File: src/hdl/sks_pkg.sv
// ----------------------------------------------------------------------------
// sks_pkg: shared types and constants of the sorted key set
// Operation and status codes, field widths and the cell control struct.
// ----------------------------------------------------------------------------
`default_nettype none

package sks_pkg;

  localparam int KEY_W = 32;
  localparam int OP_W  = 2;
  localparam int ST_W  = 2;
  localparam int POS_W = 5;
  localparam int CNT_W = 5;

  typedef enum logic [OP_W-1:0] {
    OP_INSERT = 2'd0,
    OP_DELETE = 2'd1,
    OP_SEARCH = 2'd2,
    OP_CLEAR  = 2'd3
  } op_t;

  typedef enum logic [ST_W-1:0] {
    ST_OK        = 2'd0,
    ST_DUPLICATE = 2'd1,
    ST_NOT_FOUND = 2'd2,
    ST_FULL      = 2'd3
  } status_t;

  typedef struct packed {
    logic ins_en;
    logic del_en;
  } ctl_t;

endpackage

`default_nettype wire

File: src/hdl/sks_cell.sv
// ----------------------------------------------------------------------------
// sks_cell: one entry of the sorted key chain
// Holds one key, compares it with the key of the current transaction and
// takes its left or right neighbor's key when an insert or delete shifts.
// ----------------------------------------------------------------------------
`default_nettype none

module sks_cell (
  input  logic                              clk,
  input  sks_pkg::ctl_t                     ctl,
  input  logic signed [sks_pkg::KEY_W-1:0]  key_i,
  input  logic signed [sks_pkg::KEY_W-1:0]  left_key,
  input  logic signed [sks_pkg::KEY_W-1:0]  right_key,
  input  logic                              prev_below,
  input  logic                              occupied,
  output logic signed [sks_pkg::KEY_W-1:0]  key_q,
  output logic                              below,
  output logic                              match
);
  import sks_pkg::*;

  logic signed [KEY_W-1:0] key_r;
  logic signed [KEY_W-1:0] key_nxt;

  assign below = occupied && (key_r < key_i);
  assign match = occupied && (key_r == key_i);
  assign key_q = key_r;

  always_comb begin
    key_nxt = key_r;
    priority if (ctl.ins_en) begin
      if (!below) begin
        key_nxt = prev_below ? key_i : left_key;
      end
    end else if (ctl.del_en) begin
      if (!below) begin
        key_nxt = right_key;
      end
    end else begin
      key_nxt = key_r;
    end
  end

  always_ff @(posedge clk) begin
    key_r <= key_nxt;
  end

endmodule

`default_nettype wire

File: src/hdl/sorted_key_set.sv
// ----------------------------------------------------------------------------
// sorted_key_set: ordered set of distinct signed 32-bit keys
// A chain of CAPACITY cells keeps the keys in ascending order.
// ----------------------------------------------------------------------------
// Usage:
//   The input channel carries one operation per transaction: in_tuser holds
//   the operation (insert, delete, search, clear) and in_tdata the key.
//   Every input transaction produces exactly one result transaction on the
//   output channel with status, found flag, position and the key count.
//   All cells compare the key in parallel and shift toward their neighbor in
//   the same cycle, so one operation completes per clock unless the output
//   stalls: the result appears in the output register on the cycle after
//   acceptance, and a new operation can be accepted in every unstalled cycle.
//   A single output register holds the result: while a result waits and the
//   receiver stalls, in_tready is low; when the receiver takes the result,
//   the next operation is accepted in the same cycle.
//   Reset empties the set and drops any pending result; the key storage
//   itself is not cleared, as entries at or above the count are never read.
// ----------------------------------------------------------------------------
`default_nettype none

module sorted_key_set #(
  parameter int CAPACITY = 16
) (
  input  logic                         clk,
  input  logic                         rst_n,
  input  logic                         in_tvalid,
  output logic                         in_tready,
  input  logic [sks_pkg::KEY_W-1:0]    in_tdata,   // [31:0] key
  input  logic [sks_pkg::OP_W-1:0]     in_tuser,   // [1:0] operation
  output logic                         out_tvalid,
  input  logic                         out_tready,
  output logic [15:0]                  out_tdata   // [1:0] status, [2] found,
                                                   // [7:3] position, [12:8] count
);
  import sks_pkg::*;

  localparam int CW = $clog2(CAPACITY + 1);
  localparam int IW = $clog2(CAPACITY);

  logic                   in_acc;
  op_t                    op;
  logic signed [KEY_W-1:0] key;
  logic [CW-1:0]          count_r;
  logic [CW-1:0]          count_nxt;
  logic                   out_valid_r;
  logic                   out_valid_nxt;
  logic [15:0]            out_data_r;
  logic [15:0]            out_data_nxt;
  ctl_t                   ctl;

  logic signed [KEY_W-1:0] cell_key [CAPACITY];
  logic [CAPACITY-1:0]    below_v;
  logic [CAPACITY-1:0]    match_v;
  logic [CAPACITY-1:0]    bnd_v;
  logic [IW-1:0]          hit_pos_v [CAPACITY];
  logic [IW-1:0]          ins_pos_v [CAPACITY];
  logic [IW-1:0]          hit_pos;
  logic [IW-1:0]          ins_pos;
  logic                   present;
  logic                   full;

  status_t                res_status;
  logic                   res_found;
  logic [IW-1:0]          res_pos;
  logic [CW+4:0]          pos_ext;
  logic [CW+4:0]          cnt_ext;

  assign in_acc    = in_tvalid && in_tready;
  assign in_tready = !out_valid_r || out_tready;
  assign op        = op_t'(in_tuser);
  assign key       = $signed(in_tdata);
  assign full      = (count_r == CW'(CAPACITY));
  assign present   = |match_v;

  assign ctl.ins_en = in_acc && (op == OP_INSERT) && !full && !present;
  assign ctl.del_en = in_acc && (op == OP_DELETE) && present;

  for (genvar g = 0; g < CAPACITY; g++) begin : g_cell
    localparam logic [CW-1:0] IDX = CW'(g);
    logic signed [KEY_W-1:0] left_key;
    logic signed [KEY_W-1:0] right_key;
    logic                    prev_below;

    if (g == 0) begin : g_first
      assign left_key   = key;
      assign prev_below = 1'b1;
    end else begin : g_mid
      assign left_key   = cell_key[g-1];
      assign prev_below = below_v[g-1];
    end
    if (g == CAPACITY - 1) begin : g_last
      assign right_key = cell_key[g];
    end else begin : g_inner
      assign right_key = cell_key[g+1];
    end

    sks_cell u_cell (
      .clk        (clk),
      .ctl        (ctl),
      .key_i      (key),
      .left_key   (left_key),
      .right_key  (right_key),
      .prev_below (prev_below),
      .occupied   (IDX < count_r),
      .key_q      (cell_key[g]),
      .below      (below_v[g]),
      .match      (match_v[g])
    );

    assign bnd_v[g]     = !below_v[g] && prev_below;
    assign hit_pos_v[g] = match_v[g] ? IW'(g) : '0;
    assign ins_pos_v[g] = bnd_v[g] ? IW'(g) : '0;
  end

  always_comb begin
    hit_pos = '0;
    ins_pos = '0;
    for (int i = 0; i < CAPACITY; i++) begin
      hit_pos = hit_pos | hit_pos_v[i];
      ins_pos = ins_pos | ins_pos_v[i];
    end
  end

  always_comb begin
    res_status = ST_OK;
    res_found  = 1'b0;
    res_pos    = '0;
    count_nxt  = count_r;
    unique case (op)
      OP_INSERT: begin
        res_found = present;
        priority if (full) begin
          res_status = ST_FULL;
          res_pos    = present ? hit_pos : '0;
        end else if (present) begin
          res_status = ST_DUPLICATE;
          res_pos    = hit_pos;
        end else begin
          res_pos   = ins_pos;
          count_nxt = count_r + CW'(1);
        end
      end
      OP_DELETE: begin
        if (present) begin
          res_found = 1'b1;
          res_pos   = hit_pos;
          count_nxt = count_r - CW'(1);
        end else begin
          res_status = ST_NOT_FOUND;
        end
      end
      OP_SEARCH: begin
        if (present) begin
          res_found = 1'b1;
          res_pos   = hit_pos;
        end else begin
          res_status = ST_NOT_FOUND;
        end
      end
      OP_CLEAR: begin
        count_nxt = '0;
      end
      default: begin
        count_nxt = count_r;
      end
    endcase
  end

  assign pos_ext = {(CW + 5 - IW)'(0), res_pos};
  assign cnt_ext = {5'd0, count_nxt};

  always_comb begin
    out_valid_nxt = out_valid_r;
    out_data_nxt  = out_data_r;
    if (out_valid_r && out_tready) begin
      out_valid_nxt = 1'b0;
    end
    if (in_acc) begin
      out_valid_nxt = 1'b1;
      out_data_nxt  = {3'd0, cnt_ext[CNT_W-1:0], pos_ext[POS_W-1:0], res_found, res_status};
    end
  end

  always_ff @(posedge clk) begin
    if (!rst_n) begin
      count_r     <= '0;
      out_valid_r <= 1'b0;
    end else begin
      if (in_acc) begin
        count_r <= count_nxt;
      end
      out_valid_r <= out_valid_nxt;
    end
  end

  always_ff @(posedge clk) begin
    out_data_r <= out_data_nxt;
  end

  assign out_tvalid = out_valid_r;
  assign out_tdata  = out_data_r;

  a_count_bound: assert property (@(posedge clk) disable iff (!rst_n)
    count_r <= CW'(CAPACITY))
    else $error("key count exceeds capacity");

  a_match_unique: assert property (@(posedge clk) disable iff (!rst_n)
    $onehot0(match_v))
    else $error("key matched in more than one cell");

  a_order_boundary: assert property (@(posedge clk) disable iff (!rst_n)
    $onehot0(bnd_v))
    else $error("cells below the key are not contiguous");

  a_clear_empties: assert property (@(posedge clk) disable iff (!rst_n)
    in_acc && (op == OP_CLEAR) |=> count_r == '0)
    else $error("clear did not empty the set");

  a_insert_grows: assert property (@(posedge clk) disable iff (!rst_n)
    ctl.ins_en |=> count_r == $past(count_r) + CW'(1))
    else $error("insert did not grow the count by one");

endmodule

`default_nettype wire
File: config.mk
export PLATFORM = sky130hd
export DESIGN_NAME = sorted_key_set
export DESIGN_NICKNAME = d
export VERILOG_FILES = /design/src/hdl/sks_pkg.sv /design/src/hdl/sks_cell.sv /design/src/hdl/sorted_key_set.sv
export SDC_FILE = /design/constraint.sdc
export NUM_CORES = 2
export LEC_CHECK = 0
export BUFFER_PORTS_ARGS = -buffer_cell sky130_fd_sc_hd__buf_2
export CAP_MARGIN = 25
export CELL_PAD_IN_SITES_DETAIL_PLACEMENT = 0
export CELL_PAD_IN_SITES_GLOBAL_PLACEMENT = 1
export CORE_ASPECT_RATIO = 0.75
export CORE_MARGIN = 5
export CORE_UTILIZATION = 40
export CTS_BUF_LIST = sky130_fd_sc_hd__clkbuf_4 sky130_fd_sc_hd__clkbuf_8
export DETAILED_ROUTE_END_ITERATION = 6
export PLACE_DENSITY_LB_ADDON = 0.08
export SLEW_MARGIN = 20
export SYNTH_ARGS = -nofsm -noshare
export SYNTH_HDL_FRONTEND = slang
export SYNTH_HIERARCHICAL = 1
export SYNTH_SLANG_ARGS = --single-unit
File: constraint.sdc
create_clock -name clk -period 8.1 [get_ports clk]
set_input_delay 0.405 -clock clk [delete_from_list [all_inputs] [get_ports clk]]
set_output_delay 0.405 -clock clk [all_outputs]
set_load 0.1 [all_outputs]
# ---- Yosys cells after proc, flatten, opt, wreduce, memory -nomap -nowiden
# Cells that the tools add are included.
dict set report totals {
  reg_bits 530
  latchBits 0
  ramBits 0
  romBits 0
  in_bits 38
  output_inout_bits 18
  wordCells 332
  memories 0
}
dict set report classes {
  n_addsub 2
  multipliers 0
  div_mod_pow 0
  order_cmp 32
  eq_ne 20
  shifts 0
  mux 121
  n_bitwise 44
  reduce_logical 94
}
# operator count
set ops {}
lappend ops {{2-to-1 mux 32 bit} 75}
lappend ops {{equality test 32 bit} 16}
lappend ops {{< comparator 32 bit} 16}
lappend ops {{2-to-1 mux 4 bit} 19}
lappend ops {{OR 4 bit} 14}
lappend ops {{logical AND 1 bit} 54}
lappend ops {{< comparator 4 x 5 -> 1 bit (first input constant)} 8}
lappend ops {{AND reduction 2 bit} 16}
lappend ops {{2-to-1 mux 3 bit} 8}
lappend ops {{< comparator 3 x 5 -> 1 bit (first input constant)} 4}
lappend ops {{zero test 1 bit} 18}
lappend ops {{OR 3 bit} 6}
lappend ops {{NOT 1 bit} 16}
lappend ops {{OR reduction 16 bit} 1}
lappend ops {{2-to-1 mux 5 bit} 3}
lappend ops {{case mux 5 bit (3 select lines)} 1}
lappend ops {{2-to-1 mux 2 bit} 6}
lappend ops {{< comparator 1 x 5 -> 1 bit (first input constant)} 2}
lappend ops {{< comparator 2 x 5 -> 1 bit (first input constant)} 2}
lappend ops {{OR 3 x 4 -> 4 bit} 2}
lappend ops {{case mux 4 bit (2 select lines)} 1}
lappend ops {{2-to-1 mux 1 bit} 6}
lappend ops {{OR 2 x 3 -> 3 bit} 2}
lappend ops {{adder 5 x 1 -> 5 bit (second input constant)} 1}
lappend ops {{other kinds (12)} 16}

# ---- Logic depth before layout (Yosys ltp)
dict set report logic_depth {
  word_depth 22
  ltp_mapped 17
  mapped_depth_nobuf 13
}

# ---- Cells and area by module
# Netlist, hierarchy kept.
# module instances cells_per_inst area_each_um2 seq_area_each_um2
set modules_own_cells {}
lappend modules_own_cells {sks_cell 16 260 2499.9 960.9}
lappend modules_own_cells {sorted_key_set 1 186 1529.0 480.5}

# ---- Worst setup path after synthesis
# No wires, ideal clock.
dict set report synth_path {
  kind {reg2reg}
  startpoint {register count_r[3]}
  endpoint {register g_cell[11].u_cell.key_r[0] (enable)}
  setup_ns 0.441
  arrival_time_ns 5.222
  required_ns 7.659
  setup_slack_ns 2.438
  path_stages_with_launch 17
  path_buffers 3
  period_less_slack_ns 5.662
  cell_sequence {dfxtp_1 -> clkbuf_1 -> nor2_1 -> inv_1 -> nor2_1 -> a21boi_0 -> and3_1 -> nand4_1 -> nor2_1 -> nor4_1 -> and4_1 -> buf_6 -> nand3_1 -> nor2_1 -> clkbuf_1 -> o22ai_1 -> a31oi_1}
}
# item line
set synth_lines {}
lappend synth_lines {{from (decl)} sorted_key_set.sv:44} ;# logic [CW-1:0] count_r;
lappend synth_lines {{from (signal assigned)} sorted_key_set.sv:191} ;# count_r <= count_nxt;
lappend synth_lines {{to (signal assigned)} sks_cell.sv:45} ;# key_r <= key_nxt;
lappend synth_lines {{to (decl)} sks_cell.sv:22} ;# logic signed [KEY_W-1:0] key_r;

==> impl_metrics.py <==
metrics = {
    "cts": {
        "clock_tree.htree_level_count": 3,
        "clkTransAtPathRegs_ns": 0.06,
        "clock_sinks": 530,
        "cts.path.max_buffers": 3,
        "post_cts_resized": 0,
        "cts_tree": "done",
        "cts_buffers": 101,
        "cts_setup_buffers": 0,
        "insertion_delay_ns": 0.76,
        "root_buffer": "clkbuf_8",
    },
    "critical_path": {
        "crit_start": "count_r[0]",
        "critPathLaunchType": "flip-flop",
        "reg2reg_to": "g_cell[7].u_cell/key_q[2]",
        "r2r_cells": 13,
        "r2r-start": "count_r[0]",
        "critPathMaxFanout": 84,
        "crit_path_end": "g_cell[7].u_cell/key_q[2]",
        "critPathCaptureType": "flip-flop",
        "critPathRequiredTime_ns": 8.53,
        "arrival_ns": 6.49,
        "ff2ff_setup_slack_ns": 2.04,
        "critical_path_class": "flip-flop to flip-flop",
    },
    "die": {
        "pin_count": 56,
        "start_util_pct": 40.3,
        "die_area_um2": 110000,
        "die_w_um": 382,
        "core.rowCount": 102,
        "core_area_um2": 103000,
        "die_h_um": 289,
    },
    "sta": {
        "slew_violations": 0,
        "fmax_ghz": 0.165,
        "worst_slew_pin_slew_ns": 0.916,
        "hold_viol": 0,
        "finalCritPeriodShare_pct": 74.8,
        "holdWs_ns": 0.404,
        "timing.final.ws_setup_ns": 2.04,
        "slew_headroom_pct": 38.9,
        "layout_min_cycle_time_ns": 6.06,
        "finalClockSkew_ns": 0.0414,
        "setup-violations-final": 0,
        "fin_setup_tns_ns": 0,
        "rsz0062_at_grt": "no",
    },
    "logic_synthesis": {
        "syn_inst": 4346,
        "synth.avg_cell_area_um2": 9.56,
        "ys_warn_count": 6,
        "synth_simple_gate_area_share_pct": 13.0,
        "netlist-cell-type-count": 61,
        "ys_ff_latch": 530,
        "synthMuxAreaShare_pct": 12.4,
        "synthAdderAreaFrac_pct": 15.6,
        "netlist_area_um2": 41500,
        "synth_compound_gate_area_share_pct": 14.1,
        "synth-seq-area-share_pct": 38.2,
        "synthArstFlopShare_pct": 0,
        "synth_edf_count": 524,
        "synthFlopType": "edfxtp_1",
        "synth_top_family_by_area": "adder cells",
        "synth-xor-area-share_pct": 0,
    },
    "layout": {
        "layout_commonest_cell": "a21oi_1",
        "final_cells": 5797,
        "fin_area_um2": 45500,
        "mostFrequentLayoutCells": "a21oi_1 (728), nor2_1 (590), inv_1 (529), edfxtp_1 (524), ha_1 (519)",
        "layout-drive-gt1-share_pct": 9.77,
        "syn2layout_area_growth_pct": 9.63,
        "finalCoreUtilization_pct": 44.2,
        "nets": 4921,
    },
    "global_route": {
        "grt_pass1_wl_um": 181000,
        "grt_pass1_vias": 31255,
        "grt_max_degree": 197,
        "overflow": 0,
        "track_usage_pct": 20.6,
        "antenna_found_initial": 1,
    },
    "drt": {
        "wl_per_cell_um": 20.0,
        "wl_met1_um": 62700,
        "drc": 0,
        "wl_met3_um": 3400,
        "vias_per_cell": 5.44,
        "dr_wl_met2_um": 47800,
        "drt_iter0_drc": 1711,
        "firstDrtPassIters": 5,
        "routed-via-count": 31542,
        "routed_wl_um": 116000,
        "topRoutingLayerUsed": "met4",
        "ant_nets": 0,
    },
    "power": {
        "powerDensity_nw_per_um2": 154,
        "finalPower_mw": 7.03,
        "peakVddDrop_uv": 103,
        "p_leak_nw": 18.6,
    },
    "placed_design": {
        "placed_area_um2": 43600,
        "hpwlAfterDp_um": 86200,
        "port_buffers": 51,
        "dp.cells": 5610,
        "place.gp.congestion": 0.816,
        "dp_slack_ns": 2.07,
    },
    "status": {
        "outcome": "finished clean",
    },
    "run": {
        "drv_cap": 0,
    },
    "worst_hold_path": {
        "holdCritPathClass": "input port to flip-flop",
    },
}
## power breakdown
part	internal [mW]	leakage [nW]	switching, mW
logic	0.420	12.8	0.762
clock network	1.40	1.02	1.26
registers	3.12	4.84	0.0710
total	4.94	18.6	2.10
## state kept, by name, summed over array words and instances (netlist names)
register and cells:
count_r 5, g_cell.u_cell/key_q 512, out_tdata 12, out_tvalid 1
## worst min-delay path by stage
stage	cells past startpoint	slack, ns	to	start
global placement	2	0.62	g_cell[11].u_cell/key_q[24]	g_cell[12].u_cell/key_q[24]
detailed placement	2	0.63	g_cell[15].u_cell/key_q[17]	g_cell[15].u_cell/key_q[17]
finish	3	0.40	g_cell[2].u_cell/key_q[28]	in_tdata[28]
CTS	4	0.28	count_r[0]	in_tuser[1]
floorplan	2	0.54	count_r[3]	rst_n
global route	4	0.35	count_r[0]	in_tuser[1]
## cell families (layout without fill, tap and decap cells)
group                      count (synthesis)  after routing
and+or+nand+nor                         1063           1063
AOI/OAI and AO/OA                       1000           1000
buffers and inverters                    719            812
DFF                                      530            530
adders and majority gates                519            519
muxes                                    513            513
other                                      2              8
## layout make-up
type	count	area, um2
Timing Repair Buffer	101	728
Clock inverter	37	193
Fill cell	10208	57600
Multi-Input combinational cell	3100	23300
Clock buffer	144	1730
Sequential cell	530	15900
Tap cell	1352	1690
Antenna cell	3	7.51
Inverter	530	1990
## layer usage
metal  vias up  GRT usage [%]
met2       408           30.4
met1     15326           32.1
met3       125           2.47
met4         0           4.45
li1      15683              -
met5         -              0
## synthesized netlist by cell type, drive strengths merged (6+ instances only)
cell     number  area [um2]
a21oi       728        3640
nor2        591        2220
inv         529        1990
edfxtp      524       15700
ha          519        6490
mux2i       512        5120
nand2       181         679
clkbuf      118         453
nand4        81         807
buf          71         364
nand3        53         265
o21ai        45         225
nor4         41         487
nor2b        35         339
a31oi        34         453
o21a         33         248
o22ai        32         200
nor3         22         110
a21o         19         143
nand2b       19         119
o211ai       19         143
and3         18         113
a211oi       17         128
a221oi       17         149
nor3b        17         208
a21bo        16         160
a2bb2oi      16         140
dfxtp         6         120
## worst max-delay path, stage by stage, from the launching register on
cell	delay, ns
dfxtp_1	0.50
nor3_1	0.52
nand2_1	0.37
a21boi_0	0.32
and3_1	0.27
nand4_1	0.09
nor2_1	0.11
nor4_1	0.41
and4_1	0.47
nand3_1	0.28
nor2_4	0.65
buf_4	0.76
buf_4	0.77
a21oi_1	0.19
## repair_timing
| item | CTS | global route |
|---|---|---|
| hold endpoints to repair | 5 | 0 |
| endpoints found under the setup margin | 0 | 0 |
| hold buffers | 3 | 0 |
(Power assumes the default switching activity.)
